$ cat config.mk
export PLATFORM = sky130hd
export DESIGN_NAME = sixteen_button_debouncer_top
export DESIGN_NICKNAME = d
export VERILOG_FILES = /design/src/hw/rtl/sbd_pkg.sv /design/src/hw/rtl/sbd_lane.sv /design/src/hw/rtl/sbd_merge.sv /design/src/hw/rtl/sixteen_button_debouncer_top.sv
export SDC_FILE = /design/constraint.sdc
export NUM_CORES = 1
export LEC_CHECK = 0
export BUFFER_PORTS_ARGS = -buffer_cell sky130_fd_sc_hd__buf_4
export CORE_MARGIN = 2
export CORE_UTILIZATION = 25
export DETAILED_ROUTE_END_ITERATION = 12
export GPL_TIMING_DRIVEN = 1
export HOLD_SLACK_MARGIN = 0.02
export PLACE_DENSITY = 0.41
export SYNTH_ARGS = -nofsm -noshare
export SYNTH_HDL_FRONTEND = slang
export SYNTH_HIERARCHICAL = 1
export SYNTH_SLANG_ARGS = --single-unit
$ cat constraint.sdc
create_clock -name clk -period 4.6 [get_ports clk]
set_clock_uncertainty 0.15 [all_clocks]
set_input_delay 0.23 -clock clk [delete_from_list [all_inputs] [get_ports clk]]
set_output_delay 0.23 -clock clk [all_outputs]
set_load 0.05 [all_outputs]
$ cat src/hw/rtl/sbd_pkg.sv
`timescale 1ns / 1ps

package sbd_pkg;

    localparam int BUTTON_COUNT = 16;
    localparam int BTN_W        = $clog2(BUTTON_COUNT);
    localparam int COUNT_W      = 4;
    localparam logic [COUNT_W-1:0] LEVEL_RESET = COUNT_W'(3);

    // Item function codes
    typedef enum logic {
        FUNC_SCAN  = 1'b0,
        FUNC_QUERY = 1'b1
    } func_t;

    // Per-lane command for one accepted transaction
    typedef struct packed {
        logic scan;   // integrate this lane's sample
        logic clear;  // read and clear this lane's click event
    } lane_cmd_t;

    // Scan word bit that carries a given button. The shift register wires
    // bits 15..12 to buttons 4..7, 11..8 to 3..0, 7..4 to 12..15, 3..0 to 11..8.
    function automatic logic [BTN_W-1:0] sample_bit_of(input logic [BTN_W-1:0] btn);
        logic [BTN_W-1:0] bit_idx;
        case (btn[3:2])
            2'd0:    bit_idx = BTN_W'(5'd8 + {1'b0, btn});
            2'd1:    bit_idx = BTN_W'(5'd19 - {1'b0, btn});
            2'd2:    bit_idx = BTN_W'({1'b0, btn} - 5'd8);
            default: bit_idx = BTN_W'(5'd19 - {1'b0, btn});
        endcase
        return bit_idx;
    endfunction

endpackage

$ cat src/hw/rtl/sbd_lane.sv
`timescale 1ns / 1ps

module sbd_lane
    import sbd_pkg::*;
(
    input  logic               clk,
    input  logic               rst_n,
    input  lane_cmd_t          cmd,
    input  logic               released,
    input  logic [COUNT_W-1:0] level,
    output logic               pending
);

    logic [COUNT_W-1:0] count_reg, count_next;
    logic               pressed_reg, pressed_next;
    logic               pending_reg, pending_next;

    always_ff @(posedge clk or negedge rst_n)
    begin
        if (!rst_n)
        begin
            count_reg   <= '0;
            pressed_reg <= 1'b0;
            pending_reg <= 1'b0;
        end
        else
        begin
            count_reg   <= count_next;
            pressed_reg <= pressed_next;
            pending_reg <= pending_next;
        end
    end

    always_comb
    begin
        count_next   = count_reg;
        pressed_next = pressed_reg;
        pending_next = pending_reg;
        if (cmd.scan)
        begin
            if (!released)
            begin
                // climb toward the level; at or above it, accept the press once
                if (count_reg < level)
                    count_next = count_reg + COUNT_W'(1);
                else if (!pressed_reg)
                begin
                    pressed_next = 1'b1;
                    pending_next = 1'b1;
                end
            end
            else if (count_reg != '0)
                count_next = count_reg - COUNT_W'(1);
            else
                pressed_next = 1'b0;
        end
        if (cmd.clear)
            pending_next = 1'b0;
    end

    assign pending = pending_reg;

endmodule

$ cat src/hw/rtl/sbd_merge.sv
`timescale 1ns / 1ps

module sbd_merge
    import sbd_pkg::*;
(
    input  logic                    clk,
    input  logic                    rst_n,
    input  logic                    load,
    input  logic                    func,
    input  logic [BTN_W-1:0]        button_id,
    input  logic [BUTTON_COUNT-1:0] pending_vec,
    input  logic                    out_ready,
    output logic                    out_valid,
    output logic                    clicked,
    output logic                    can_load
);

    logic out_valid_reg, out_valid_next;
    logic clicked_reg, clicked_next;

    always_ff @(posedge clk or negedge rst_n)
    begin
        if (!rst_n)
            out_valid_reg <= 1'b0;
        else
            out_valid_reg <= out_valid_next;
    end

    always_ff @(posedge clk)
    begin
        clicked_reg <= clicked_next;
    end

    always_comb
    begin
        clicked_next   = clicked_reg;
        out_valid_next = out_valid_reg && !out_ready;
        if (load)
        begin
            // pick the queried lane's event; scans always report zero
            clicked_next   = (func == FUNC_QUERY) ? pending_vec[button_id] : 1'b0;
            out_valid_next = 1'b1;
        end
    end

    assign can_load  = !out_valid_reg || out_ready;
    assign out_valid = out_valid_reg;
    assign clicked   = clicked_reg;

endmodule

$ cat src/hw/rtl/sixteen_button_debouncer_top.sv
// A transaction's result is registered and shows in the cycle after it is accepted.
// Throughput: one transaction per cycle unless the result stalls; all sixteen button lanes
// update in parallel from one scan word, and the output register frees itself in the cycle it is taken.
// Reset (rst_n, async, active low): all counters, debounced states and click events
// clear, the press level returns to 3, and the output register empties.
`timescale 1ns / 1ps

module sixteen_button_debouncer_top
    import sbd_pkg::*;
(
    input  logic               clk,
    input  logic               rst_n,
    // input channel
    input  logic               in_valid,
    output logic               in_ready,
    input  logic               func,
    input  logic [15:0]        sample_word,
    input  logic [BTN_W-1:0]   button_id,
    // result channel
    output logic               out_valid,
    input  logic               out_ready,
    output logic               clicked,
    // press level register write
    input  logic               wr_en,
    input  logic [COUNT_W-1:0] wr_data
);

    logic [COUNT_W-1:0]      level_reg, level_next;
    logic                    accept;
    logic [BUTTON_COUNT-1:0] pending_vec;
    lane_cmd_t               lane_cmd [BUTTON_COUNT];

    // Hold the debounce level; the user must write it only while the block is idle (not enforced here).
    always_ff @(posedge clk or negedge rst_n)
    begin
        if (!rst_n)
            level_reg <= LEVEL_RESET;
        else
            level_reg <= level_next;
    end

    assign level_next = wr_en ? wr_data : level_reg;

    // Take a new transaction whenever the output register is empty or draining.
    assign accept = in_valid && in_ready;

    // Fan the transaction out to the lanes: a scan touches every lane, a query
    // clears only the addressed lane's click event.
    for (genvar b = 0; b < BUTTON_COUNT; b++)
    begin : g_lane
        localparam logic [BTN_W-1:0] LANE_ID  = BTN_W'(b);
        localparam logic [BTN_W-1:0] SAMPLE_IX = sample_bit_of(LANE_ID);

        always_comb
        begin
            lane_cmd[b].scan  = accept && (func == FUNC_SCAN);
            lane_cmd[b].clear = accept && (func == FUNC_QUERY) && (button_id == LANE_ID);
        end

        sbd_lane u_lane (
            .clk      (clk),
            .rst_n    (rst_n),
            .cmd      (lane_cmd[b]),
            .released (sample_word[SAMPLE_IX]),
            .level    (level_reg),
            .pending  (pending_vec[b])
        );
    end

    // Select the queried event from the pre-update lane state and register it.
    sbd_merge u_merge (
        .clk         (clk),
        .rst_n       (rst_n),
        .load        (accept),
        .func        (func),
        .button_id   (button_id),
        .pending_vec (pending_vec),
        .out_ready   (out_ready),
        .out_valid   (out_valid),
        .clicked     (clicked),
        .can_load    (in_ready)
    );

endmodule

==> results.cfg <==
[sta]
hold_viol = 0
relSlewSlack = 0.350
worst_pin_slew_ns = 0.975
setup_viol_count_final = 0
fmax_mhz = 352
period_share = 0.618
rsz0062_at_grt = no
slew_viol_final = 0
setup_ws_ns = 1.76
fin_setup_tns_ns = 0
fin_crit_ns = 2.84

[final_layout]
drive_above_1_share = 0.202
antennaDiodeCount = 0
final-instance-count-excl-fill = 1199
syn2layout_area_growth_pct = 14.0
finish.instance_area_um2 = 8940
nNetsFinal = 924
fin_util = 0.291
largest_reg_flops = 64

[global_routing]
grtUsageTotal = 0.110
grt_max_degree = 43
antenna_found_initial = 0
grt_pass1_wl_um = 29000
gr-total-overflow = 0
grt_pass1_vias = 5570

[clock_network]
cts_resized = 0
path_clk_slew_ns = 0.07
insertion_delay_ns = 0.35
cts.sinks = 102
clk_path_buf_depth = 2
clockRootBuffer = clkbuf_16
ctsHtreeMaxLevel = 3
hold_buffers = 9
cts_tree = built
cts-buffers-inserted = 9
cts_setup_buffers = 0

[logic_synthesis]
ys_types = 40
yosysWarnings = 6
syn_area_per_cell_um2 = 10.5
ys_ff_latch = 102
synth_seq_area_share = 0.326
synth_ff_type = dfrtp_1
synthArstFlopShare = 0.990
netlist_area_um2 = 7850
syn_nets = 872
synth-edff-count = 1
syn_inst = 746

[min_path]
min_path_type = in2reg

[critical_path]
cp-start-kind = flip-flop
worstSetupPathType = reg2reg
crit_required_ns = 4.69
worst-endpoint-arrival_ns = 2.93
path_max_fanout = 34
crit_path_end_kind = flip-flop

[drt]
first_iter_violations = 245
drc = 0
drtAntennaViolNets = 0
wl_per_cell_um = 14.1
wl_um = 17000
first_pass_iters = 5
avgViaCountPerCell = 4.42
vias = 5298

[flow_run]
drv_cap = 0

[status]
status = finished, final reports clean

[placed_design]
place_area_um2 = 8590
portBuffers = 32
pre_cts_ws_ns = 1.76
place_congestion = 0.725
dp_cells = 1174
hpwl_um = 12400

[power_and_ir_drop]
p_leak_nw = 4.24
powerDensity_nw_per_um2 = 581
vdd_drop_max_mv = 0.181

[floorplanning]
die_area_um2 = 32800
die_h_um = 181
fp-row-count = 64
core_region_area_um2 = 30700
start_util = 0.255
die_w_um = 181
io_pins = 33
kinds of logic after synthesis:
group                      after synthesis  synth area share
muxes                                   42            0.0676
AOI/OAI and AO/OA                      131             0.149
xor gates and xnor gates                48            0.0536
buffers and inverters                  116            0.0569
adders and majority gates               96             0.168
and+or+nand+nor                        211             0.178
DFF                                    102             0.326
area by class of cell:
type | count | area [um2]
fill | 3262 | 21800
multi-input combinational | 528 | 4840
sequential | 102 | 2560
tap | 396 | 495
inverter | 112 | 420
timing repair buffer | 45 | 360
clock buffer | 11 | 243
clock inverter | 5 | 25.0
cell usage after synthesis, drive strengths merged, types with 2 or more instances:
master | number | share of area
inv | 112 | 0.054
dfrtp | 99 | 0.32
ha | 80 | 0.13
nor2 | 54 | 0.026
a21oi | 48 | 0.031
nand2b | 37 | 0.045
nand3 | 35 | 0.022
xnor2 | 32 | 0.036
nor3 | 22 | 0.024
mux2 | 20 | 0.036
mux2i | 20 | 0.026
nand2 | 20 | 0.0096
a2111oi | 16 | 0.056
a22o | 16 | 0.020
a31oi | 16 | 0.013
and4 | 16 | 0.018
fa | 16 | 0.041
o21a | 16 | 0.015
o21ai | 16 | 0.010
or2 | 16 | 0.018
xor2 | 16 | 0.018
buf | 4 | 0.0033
dfstp | 2 | 0.0067
mux4 | 2 | 0.0057
nand3b | 2 | 0.0019
nor4 | 2 | 0.0016
nor4b | 2 | 0.0038
o211ai | 2 | 0.0026
layout by cell type (no fill, tap or decap), drive strengths merged, types with 2 or more instances in the layout:
cell	instances
mux2i	20
a22o	16
o21ai	16
mux2	20
nand3b	2
ha	80
dfrtp	99
and4	16
a2111oi	16
o211ai	2
xor2	16
nor4	2
xnor2	32
inv	112
a31oi	16
nor2	54
mux4	2
clkinv	5
nor4b	2
clkbuf	11
buf	36
fa	16
dfstp	2
dlygate4sd3	9
o21a	16
nand3	35
or2	16
nand2b	37
a21oi	48
nand2	20
nor3	22
layer usage:
metal,global-route usage,part of all wire
met3,0.0187,0.020
met4,0.0254,0.0087
met1,0.154,0.52
met2,0.177,0.45
met5,0,0
where the power goes:
part / leakage, nW / internal, mW / switching [mW]
Sequential: 1.18 / 1.34 / 0.473
Combinational: 2.93 / 1.39 / 1.25
Clock: 0.139 / 0.379 / 0.357
Total: 4.24 / 3.11 / 2.08
path summary, 6_finish.rpt:
path                                                      startpoint                                    endpoint  slack, ns  depth (start not counted)
setup / recovery                         u_merge/out_valid$_DFF_PN0_  g_lane[12].u_lane/count_reg[2]$_DFFE_PN0P_       1.76                          7
hold / removal                                              in_valid               u_merge/clicked$_SDFFCE_PN0P_       0.13                          2
setup reg to reg                         u_merge/out_valid$_DFF_PN0_  g_lane[12].u_lane/count_reg[2]$_DFFE_PN0P_       1.76                          7
hold reg to reg            g_lane[3].u_lane/count_reg[3]$_DFFE_PN0P_   g_lane[3].u_lane/count_reg[3]$_DFFE_PN0P_       0.35                          1
max in group asynchronous                                      rst_n    g_lane[8].u_lane/pressed_reg$_DFFE_PN0P_       3.14                          3
min in group asynchronous                                      rst_n  g_lane[12].u_lane/count_reg[0]$_DFFE_PN0P_       0.28                          2
critical path, cell delays in order, from the launching register on:
cell and delay (ns):
dfrtp_1 0.38, nand2b_1 0.23, and2_2 0.22, and2b_2 0.53, buf_4 0.47, nand2b_1 0.14, or2_4 0.27, mux2_4 0.30
stage by stage:
| stage | hold slack, ns | total power, mW |
|---|---|---|
| 5_1_grt | 0.124 | 5.71 |
| 3_3_place_gp | 0.139 | 4.50 |
| 2_1_floorplan | -0.216 | 3.91 |
| 4_1_cts | 0.114 | 5.29 |
| 6_report | 0.130 | 5.19 |
| 3_5_place_dp | 0.139 | 4.50 |
No activity file was read; power rests on OpenSTA's default activity.
